$ cat src/design/mcpc_pkg.sv
// package for the marker cluster position classifier
// types shared by the cell row and the top level; no dependencies
package mcpc_pkg;

  localparam int unsigned CoordW = 14;
  localparam int unsigned CfgW   = 12;

  typedef struct packed {
    logic [CoordW-1:0] point_x;
    logic [CoordW-1:0] point_y;
    logic              last_point;
  } in_req_t;

  typedef struct packed {
    logic       can_found;
    logic [1:0] position;
    logic [5:0] can_groups;
    logic       overflow;
  } out_req_t;

  typedef enum logic [2:0] {
    ST_LOAD,
    ST_SEED,
    ST_SCAN,
    ST_TALLY,
    ST_CLASS,
    ST_DONE
  } state_t;

  typedef enum logic [1:0] {
    POS_LEFT   = 2'd0,
    POS_CENTRE = 2'd1,
    POS_RIGHT  = 2'd2
  } pos_t;

  localparam logic [0:0] REG_DIST  = 1'b0;
  localparam logic [0:0] REG_WIDTH = 1'b1;

endpackage

$ cat src/design/marker_cluster_position_classifier.sv
// top level of the marker cluster position classifier
// row of mcpc_cell, grouping sequencer and classifier; uses mcpc_pkg
//
//  channel | ports                      | handshake
//  input   | in_start, in_busy, in_data | accepted when in_start and !in_busy
//  result  | out_valid, out_data        | one-cycle strobe, no backpressure
//  config  | cfg_we, cfg_index, cfg_data| written when cfg_we
//
// a point that is not last leaves in_busy low, so the block can take the next point without a wait;
// the frame closing item keeps in_busy high through the alignment rotation,
// (groups+1) scan passes over the row and the ST_CLASS and ST_DONE states,
// and the result strobe follows
// the points rotate through the cell row, one distance check per cycle against
// a held seed, the row length sets the scan time
// reset is synchronous; the result strobe cannot be stalled
module marker_cluster_position_classifier #(
  parameter int unsigned MAX_MARKERS = 32
) (
  input  logic                      clk,
  input  logic                      rst_n,
  input  logic                      in_start,
  output logic                      in_busy,
  input  mcpc_pkg::in_req_t         in_data,
  output logic                      out_valid,
  output mcpc_pkg::out_req_t        out_data,
  input  logic                      cfg_we,
  input  logic                      cfg_index,
  input  logic [mcpc_pkg::CfgW-1:0] cfg_data
);
  import mcpc_pkg::*;

  localparam int unsigned CntW = $clog2(MAX_MARKERS + 1);

  logic [CfgW-1:0] dist_r, width_r;
  state_t st_r, st_nxt;
  logic [CntW-1:0] cnt_r, cnt_nxt;   // stored points
  logic [CntW-1:0] rot_r, rot_nxt;   // rotation steps in a pass
  logic            ovf_r, ovf_nxt;
  logic [20:0]     sum_r, sum_nxt;
  logic [6:0]      tally_r, tally_nxt;
  logic [CoordW-1:0] sx_r, sx_nxt, sy_r, sy_nxt;
  logic [1:0]      mem_r, mem_nxt;     // members, saturating at 3
  logic [CoordW:0] gsum_r, gsum_nxt;   // seed plus one partner
  logic            seeded_r, seeded_nxt;
  logic [27:0]     lhs_r;
  logic [26:0]     base_r;
  out_req_t        res_r, res_nxt;
  logic            ov_r, ov_nxt;

  // cell row: head is cell 0, tail feeds back to head when rotating
  logic [CoordW-1:0] cx [MAX_MARKERS];
  logic [CoordW-1:0] cy [MAX_MARKERS];
  logic              cv [MAX_MARKERS];
  logic              cg [MAX_MARKERS];
  logic              shift, clr;
  logic [CoordW-1:0] hx_in, hy_in;
  logic              hv_in, hg_in;

  genvar gi;
  generate
    for (gi = 0; gi < MAX_MARKERS; gi++) begin : g_row
      if (gi == 0) begin : g_head
        mcpc_cell u_cell (
          .clk, .rst_n, .shift_en(shift), .clr,
          .x_in(hx_in), .y_in(hy_in), .v_in(hv_in), .g_in(hg_in),
          .set_g(1'b0),
          .x_out(cx[gi]), .y_out(cy[gi]), .v_out(cv[gi]), .g_out(cg[gi])
        );
      end else begin : g_body
        mcpc_cell u_cell (
          .clk, .rst_n, .shift_en(shift), .clr,
          .x_in(cx[gi-1]), .y_in(cy[gi-1]), .v_in(cv[gi-1]), .g_in(cg[gi-1]),
          .set_g(1'b0),
          .x_out(cx[gi]), .y_out(cy[gi]), .v_out(cv[gi]), .g_out(cg[gi])
        );
      end
    end
  endgenerate

  // tail cell is the one under inspection; points enter at the head so the
  // tail holds the oldest point once the row has been rotated to order
  localparam int unsigned Tail = MAX_MARKERS - 1;

  // distance to seed, both squares are formed in the scan cycle itself
  logic [CoordW-1:0] dx, dy;
  logic [12+2-1:0]   lim4;
  logic [27:0]       lim_sq;
  assign dx = (cx[Tail] > sx_r) ? cx[Tail] - sx_r : sx_r - cx[Tail];
  assign dy = (cy[Tail] > sy_r) ? cy[Tail] - sy_r : sy_r - cy[Tail];
  assign lim4 = {dist_r, 2'b00};
  assign lim_sq = lim4 * lim4;

  always_ff @(posedge clk) begin
    if (!rst_n) begin
      dist_r  <= CfgW'(150);
      width_r <= CfgW'(640);
    end else if (cfg_we) begin
      case (cfg_index)
        REG_DIST:  dist_r  <= cfg_data;
        REG_WIDTH: width_r <= cfg_data;
        default: ;
      endcase
    end
  end

  always_ff @(posedge clk) begin
    if (!rst_n) begin
      st_r <= ST_LOAD;
      cnt_r <= '0; rot_r <= '0; ovf_r <= 1'b0; sum_r <= '0; tally_r <= '0;
      mem_r <= '0; seeded_r <= 1'b0; ov_r <= 1'b0;
    end else begin
      st_r <= st_nxt; cnt_r <= cnt_nxt; rot_r <= rot_nxt; ovf_r <= ovf_nxt;
      sum_r <= sum_nxt; tally_r <= tally_nxt; mem_r <= mem_nxt;
      seeded_r <= seeded_nxt; ov_r <= ov_nxt;
    end
  end

  always_ff @(posedge clk) begin
    sx_r <= sx_nxt; sy_r <= sy_nxt; gsum_r <= gsum_nxt; res_r <= res_nxt;
    lhs_r  <= 28'(sum_r) * 28'd100;
    base_r <= 27'(width_r) * 27'(tally_r);
  end

  // sequencer; during the scan each rotate step is a single close test. The
  // test uses the freshly computed squares combinationally for the tail cell:
  // dx*dx and dy*dy are 14x14 products, one level each, then an add/compare
  logic [28:0] dnow;
  logic        close;
  logic [35:0] b320, b480, lhs36;
  assign dnow  = 29'(28'(dx) * 28'(dx)) + 29'(28'(dy) * 28'(dy));
  assign close = (dnow < 29'(lim_sq));
  assign b320  = 36'(base_r) * 36'd320;
  assign b480  = 36'(base_r) * 36'd480;
  assign lhs36 = 36'(lhs_r);

  logic tail_live;
  assign tail_live = cv[Tail] && !cg[Tail];

  always_comb begin
    st_nxt = st_r; cnt_nxt = cnt_r; rot_nxt = rot_r; ovf_nxt = ovf_r;
    sum_nxt = sum_r; tally_nxt = tally_r; sx_nxt = sx_r; sy_nxt = sy_r;
    mem_nxt = mem_r; gsum_nxt = gsum_r; seeded_nxt = seeded_r;
    res_nxt = res_r; ov_nxt = 1'b0;
    shift = 1'b0; clr = 1'b0;
    hx_in = cx[Tail]; hy_in = cy[Tail]; hv_in = cv[Tail]; hg_in = cg[Tail];
    in_busy = 1'b1;
    case (st_r)
      ST_LOAD: begin
        in_busy = 1'b0;
        if (in_start) begin
          if (cnt_r < CntW'(MAX_MARKERS)) begin
            // push the new point in at the head; older points move tailward
            shift = 1'b1;
            hx_in = in_data.point_x; hy_in = in_data.point_y;
            hv_in = 1'b1; hg_in = 1'b0;
            cnt_nxt = cnt_r + 1'b1;
          end else begin
            ovf_nxt = 1'b1;
          end
          if (in_data.last_point) begin
            // align the oldest point to the tail
            rot_nxt = CntW'(MAX_MARKERS) - ((cnt_r < CntW'(MAX_MARKERS)) ?
                      cnt_r + 1'b1 : cnt_r);
            st_nxt = ST_SEED;
          end
        end
      end
      ST_SEED: begin
        // rotate so the oldest point sits at the tail, then look for a seed
        if (rot_r != '0) begin
          shift = 1'b1; rot_nxt = rot_r - 1'b1;
        end else if (seeded_r) begin
          st_nxt = ST_TALLY;
        end else begin
          rot_nxt = CntW'(MAX_MARKERS);
          st_nxt = ST_SCAN;
          seeded_nxt = 1'b0;
        end
      end
      ST_SCAN: begin
        // one full rotation; the first live point becomes the seed, later
        // live points close to it join the group
        shift = 1'b1;
        rot_nxt = rot_r - 1'b1;
        if (tail_live) begin
          if (!seeded_r) begin
            seeded_nxt = 1'b1; hg_in = 1'b1;
            sx_nxt = cx[Tail]; sy_nxt = cy[Tail];
            mem_nxt = 2'd1; gsum_nxt = {1'b0, cx[Tail]} << 1;
          end else if (close) begin
            hg_in = 1'b1;
            if (mem_r != 2'd3) mem_nxt = mem_r + 1'b1;
            gsum_nxt = (CoordW+1)'(gsum_r >> 1) + (CoordW+1)'(cx[Tail]);
          end
        end
        if (rot_r == CntW'(1)) st_nxt = ST_TALLY;
      end
      ST_TALLY: begin
        if (seeded_r) begin
          if (mem_r == 2'd1 || mem_r == 2'd2) begin
            sum_nxt = sum_r + 21'(gsum_r);
            tally_nxt = tally_r + 1'b1;
          end
          seeded_nxt = 1'b0;
          rot_nxt = CntW'(MAX_MARKERS);
          st_nxt = ST_SCAN;
        end else begin
          st_nxt = ST_CLASS;  // a full pass found no seed
        end
      end
      ST_CLASS: begin
        st_nxt = ST_DONE;    // lets lhs and base settle in their registers
      end
      ST_DONE: begin
        res_nxt.can_found  = (tally_r != '0);
        res_nxt.can_groups = (tally_r > 7'd63) ? 6'd63 : tally_r[5:0];
        res_nxt.overflow   = ovf_r;
        if (tally_r == '0)      res_nxt.position = POS_LEFT;
        else if (lhs36 <= b320) res_nxt.position = POS_LEFT;
        else if (lhs36 <= b480) res_nxt.position = POS_CENTRE;
        else                    res_nxt.position = POS_RIGHT;
        ov_nxt = 1'b1;
        clr = 1'b1;
        cnt_nxt = '0; ovf_nxt = 1'b0; sum_nxt = '0; tally_nxt = '0;
        st_nxt = ST_LOAD;
      end
      default: st_nxt = ST_LOAD;
    endcase
  end

  // the seed was stored with gsum = 2x; a partner gives x1 + x2
  assign out_valid = ov_r;
  assign out_data  = res_r;
endmodule

$ cat src/design/mcpc_cell.sv
// one storage cell of the marker row: holds a point and its grouped flag
// shifts its point to the next cell every rotate cycle; uses mcpc_pkg
module mcpc_cell (
  input  logic                          clk,
  input  logic                          rst_n,
  input  logic                          shift_en,
  input  logic                          clr,
  input  logic [mcpc_pkg::CoordW-1:0]   x_in,
  input  logic [mcpc_pkg::CoordW-1:0]   y_in,
  input  logic                          v_in,
  input  logic                          g_in,
  input  logic                          set_g,
  output logic [mcpc_pkg::CoordW-1:0]   x_out,
  output logic [mcpc_pkg::CoordW-1:0]   y_out,
  output logic                          v_out,
  output logic                          g_out
);
  import mcpc_pkg::*;

  logic [CoordW-1:0] x_r, y_r;
  logic              v_r, g_r;

  always_ff @(posedge clk) begin
    if (shift_en) begin
      x_r <= x_in;
      y_r <= y_in;
    end
  end

  always_ff @(posedge clk) begin
    if (!rst_n || clr) begin
      v_r <= 1'b0;
      g_r <= 1'b0;
    end else if (shift_en) begin
      v_r <= v_in;
      g_r <= g_in;
    end else if (set_g) begin
      g_r <= 1'b1;
    end
  end

  assign x_out = x_r;
  assign y_out = y_r;
  assign v_out = v_r;
  assign g_out = g_r;
endmodule

$ cat config.mk
export PLATFORM = sky130hd
export DESIGN_NAME = marker_cluster_position_classifier
export DESIGN_NICKNAME = d
export VERILOG_FILES = /design/src/design/mcpc_pkg.sv /design/src/design/marker_cluster_position_classifier.sv /design/src/design/mcpc_cell.sv
export SDC_FILE = /design/constraint.sdc
export NUM_CORES = 2
export LEC_CHECK = 0
export BUFFER_PORTS_ARGS = -buffer_cell sky130_fd_sc_hd__buf_2
export CORE_MARGIN = 1.5
export CORE_UTILIZATION = 55
export DETAILED_ROUTE_END_ITERATION = 16
export GPL_ROUTABILITY_DRIVEN = 0
export MAX_ROUTING_LAYER = met4
export PLACE_DENSITY = 0.77
export SYNTH_ARGS = -nofsm -noshare
export SYNTH_HDL_FRONTEND = slang
export SYNTH_HIERARCHICAL = 1
export SYNTH_SLANG_ARGS = --single-unit
$ cat constraint.sdc
create_clock -name clk -period 123.7 [get_ports clk]
set_input_delay 12.37 -clock clk [delete_from_list [all_inputs] [get_ports clk]]
set_output_delay 12.37 -clock clk [all_outputs]
set_load 0.02 [all_outputs]
# == Word-level counts from Yosys, hierarchy flattened ==
# Index checks and enable logic that the tools add are counted.
# totals
reg_bits,1130
inputBits,46
output_inout_bits,12
wordCells,280
# op_classes
add_sub_neg,12
n_mul,7
order_cmp,7
eq_ne,20
n_mux,58
bitwise,2
reduce_logical,25
# op_table
cell,count
two-way mux 14 bit,8
<= comparator 28 bit,2
multiplier 14 x 14 -> 28 bit,2
subtractor 14 bit,4
two-way mux 21 bit,2
two-way mux 6 bit,7
case mux 21 bit (2 select lines),1
two-way mux 15 bit,2
adder 28 x 28 -> 29 bit,1
less-than comparator 29 x 28 -> 1 bit,1
greater-than comparator 14 bit,2
multiplier 21 x 5 -> 26 bit (second input constant),1
multiplier 12 x 12 -> 24 bit,1
case mux 6 bit (4 select lines),1
multiplier 19 x 4 -> 23 bit (second input constant),1
multiplier 19 x 3 -> 22 bit (second input constant),1
adder 21 x 15 -> 21 bit,1
multiplier 12 x 7 -> 19 bit,1
two-way mux 1 bit,19
!= test 2 bit (second input constant),9
adder 14 x 14 -> 15 bit,1
two-way mux 3 bit,5
case mux 3 bit (5 select lines),1
AND reduction 3 bit,5
36 further kinds,52

# == Logic depth before layout (Yosys ltp) ==
# depth
ltp_word,9
depth_mapped,50
depth_no_buf,48

# == Modules after synthesis ==
# The synthesis kept the hierarchy.
# by_module_without_submodules
module,n_inst,cells_per_inst,area_each_um2,seq_area_each_um2
marker_cluster_position_classifier,1,3760,33592.2,3933.8
mcpc_cell,32,36,917.1,880.8

# == Least setup slack after synthesis ==
# Ideal clock, no wire load.
# synth_timing
kind,input to register
start,in in_start
end,reg g_row[0].g_head.u_cell.v_r
setup_time_ns,0.195
t_arrival_ns,84.443
setup_slack_ns,39.062
path_stages,4
n_path_buf,0
path_cell_list,nand2_1 o21ai_0 mux2i_1 nor2_1
# synth_between
elab_chain_cells,2
word_cells_on_any_way,4
# synth_rtl
element,line_no,rtl
"start, declared",marker_cluster_position_classifier.sv:21,"input logic in_start,"
two-way mux 1 bit,marker_cluster_position_classifier.sv:150,if (in_start) begin
case mux 1 bit (3 select lines),marker_cluster_position_classifier.sv:147,case (st_r)
net shift,marker_cluster_position_classifier.sv:55,"logic shift, clr;"
"end signal, assigned",mcpc_cell.sv:35,v_r <= v_in;
"end, declared",mcpc_cell.sv:21,"logic v_r, g_r;"
# The timed path passes the listed nets, and every way through them passes these cells.
# A chain may end at the register's enable or synchronous reset.

# == Worst setup path in the final report ==
# layout_timing
start,in in_start
end,reg g_row[11].g_body.u_cell.x_r[4] (enable)
# layout_between
elab_chain_cells,2
# layout_rtl
element,line_no,rtl
two-way mux 1 bit,marker_cluster_position_classifier.sv:150,
case mux 1 bit (3 select lines),marker_cluster_position_classifier.sv:147,
net shift,marker_cluster_position_classifier.sv:55,
"end signal, assigned",mcpc_cell.sv:25,x_r <= x_in;
"end, declared",mcpc_cell.sv:20,"logic [CoordW-1:0] x_r, y_r;"
# The timed path passes the listed nets, and every way through them passes these cells.

==> qor.yml <==
status: "finished, final reports clean"
crit_fanout: 205
regToRegSetupSlack_ns: 110.66
totalWireLength_um: 116000
htree_levels: 3
cts_resized: 0
cts_sinks: 1130
postCtsSetupBuffers: 0
synth-edff-count: 949
path_class: "in2reg"
fp-row-count: 123
critPathRequiredTime_ns: 123.99
fmax_ghz: 0.0601
synthTopCellsByArea: "edfxtp_1, fa_1, ha_1, dfxtp_1, inv_1"
die_h_um: 341
synthAdderAreaFrac_pct: 25.4
drv_cap: 0
die_x_um: 341
worstSetupEndpointType: "flip-flop"
arrival_ns: 16.92
tightest_slew_ns: 1.29
root_buffer: "clkbuf_16"
synth_top_area_share_pct: 45.3
period_share_pct: 13.4
drtIter0Drc: 2457
synthesis.area_mm2: 0.0629
initial_utilization_pct: 55.7
cts_made_buffers: 106
ys_seq_area_share_pct: 51.0
port_buffers: 57
whs_path_depth: 0
fin_skew_ns: 0.0600
timing.final.hold_violations: 0
final_layout_size_suffix_gt1_share_pct: 7.18
netlist_instances: 4912
ant_nets: 0
synth_top_flop_cell: "edfxtp_1"
pre_cts_slack_ns: 106.34
clk_latency_ns: 0.72
max-clock-path-buffers: 3
timing.rr.end: "gsum_r[12]"
grt_setup_unrepaired: "false"
fin_nets: 6078
grt.overflow.total: 0
die_area_mm2: 0.116
synth_compound_area_share_pct: 6.11
grt_pass1_wl_um: 191000
core_area_mm2: 0.113
setup_viol_count_final: 0
area_growth_pct: 8.73
grt_usage_pct: 21.1
yosysWarnings: 6
yosys-top-cells-count: "edfxtp_1, inv_1, ha_1"
dp_hpwl_um: 80700
synthSimpleGateAreaFrac_pct: 8.35
hold_class: "reg2reg"
grt_max_degree: 210
setup_ws_ns: 107.07
ff2ff_path_depth: 45
clk_pin_slew_ns: 0.06
syn_avg_cell_area_um2: 12.8
yosysTopAreaCell: "edfxtp_1"
yosys.area_share.xor_xnor_pct: 2.88
slew_violations: 0
cts_tree: "yes"
ys_types: 92
boundaryPins: 58
routedWlPerCell_um: 17.5
layout_min_cycle_time_ns: 16.63
fin_tns_setup_ns: 0
yosys-mux-area-fraction_pct: 0.873
vias: 35400
yosysMostFrequentCell: "edfxtp_1"
hold_path.startpoint: "g_row[9].g_body.u_cell/y_out[5]"
synth_top_family_by_area: "adder cells"
worst_hold_path.endpoint: "g_row[10].g_body.u_cell/y_out[5]"
drt_drc_violations_left: 0
first_pass_iters: 5
rr_startpoint: "g_row[31].g_body.u_cell/y_out[0]"
synth_async_sr_flop_share_pct: 0
cp-start-kind: "input pin"
antenna_found_initial: 10
synth-seq-cells: 1130
viasPerCell: 5.33
maxSlewHeadroom_pct: 13.8
hold_buffers: 0
first_global_vias: 36500
through the flow:
step,hold slack (ns),utilization [%],instance area [µm²],std cells
after CTS,0.361,60.6,68400,6627
after global placement,0.400,57.6,65100,6429
after floorplan,0.387,-,63100,4943
after global routing,0.377,60.6,68400,6631
final,0.364,60.6,68400,6631
after detailed placement,0.405,57.6,65100,6429
state kept, by name, indices dropped and copies added, names as in the netlist, 6 cells and up:
| register | count |
|---|---|
| g_row.g_body.u_cell/x_out | 434 |
| g_row.g_body.u_cell/y_out | 434 |
| g_row.g_body.u_cell/g_out | 31 |
| g_row.g_body.u_cell/v_out | 31 |
| lhs_r | 26 |
| sum_r | 21 |
| base_r | 19 |
| gsum_r | 15 |
| g_row.g_head.u_cell/x_out | 14 |
| g_row.g_head.u_cell/y_out | 14 |
| sx_r | 14 |
| sy_r | 14 |
| dist_r | 12 |
| width_r | 12 |
| out_data | 10 |
| tally_r | 7 |
| cnt_r | 6 |
| rot_r | 6 |
worst max-delay path: stages:
cell and delay (ns):
buf_2 0.12, nand2_1 0.21, o21ai_4 0.22, buf_4 0.58, buf_4 0.73, buf_12 0.65
buf_4 0.96, buf_4 0.81
layer usage:
| metal | up-vias | wire length (µm) | GRT usage [%] | share of wire (%) |
|---|---|---|---|---|
| met5 | - | 0 | - | 0 |
| met4 | 0 | 3270 | 6.53 | 2.8 |
| met3 | 216 | 5530 | 3.11 | 4.8 |
| met2 | 880 | 56100 | 33.9 | 49 |
| met1 | 17400 | 50800 | 28.0 | 44 |
| li1 | 16800 | - | - | - |
cell usage in the layout (no fill, tap or decap), types with 45 or more instances in the layout:
cell       count
nor2_1       268
and2_1        88
or2_2         47
o21ai_0      132
fa_1         475
xor2_1        72
buf_2         57
nor3_1       106
nand2b_1      80
nor2b_1       64
a21o_1        83
mux2i_1       45
a21oi_1      164
edfxtp_1     949
nand2_1      291
inv_1        743
nand3_1       50
xnor2_1       95
dfxtp_1      181
clkbuf_16    108
ha_1         520
how the worst max path moves through the flow:
stage,cells after the start,from,slack [ns],end
after floorplan,4,in_start,39.06,g_row[0].g_head.u_cell/v_out
after global placement,8,in_start,106.40,g_row[16].g_body.u_cell/x_out[4]
after detailed placement,8,in_start,106.34,g_row[14].g_body.u_cell/x_out[4]
after CTS,8,in_start,107.04,g_row[11].g_body.u_cell/x_out[4]
after global routing,8,in_start,106.58,g_row[11].g_body.u_cell/x_out[4]
final,8,in_start,107.07,g_row[11].g_body.u_cell/x_out[4]
kinds of logic after synthesis:
family          Yosys count
flops                  1130
simple gates           1088
fa+ha+maj               995
buf+inv                 862
compound gates          593
xor+xnor                190
mux                      53
other cells               1
cell type report:
cell class | instances | area, µm²
inverters | 760 | 2860
well taps | 1500 | 1880
fillers | 8571 | 44500
flip-flops and latches | 1130 | 32100
repair buffers | 88 | 543
clock inverters | 65 | 507
diodes | 4 | 10.0
multi-input cells | 2951 | 27700
clock buffers | 133 | 2830
Power is not shown: default switching activity piles up to over one toggle a cycle in this logic, so the estimate is an artifact.
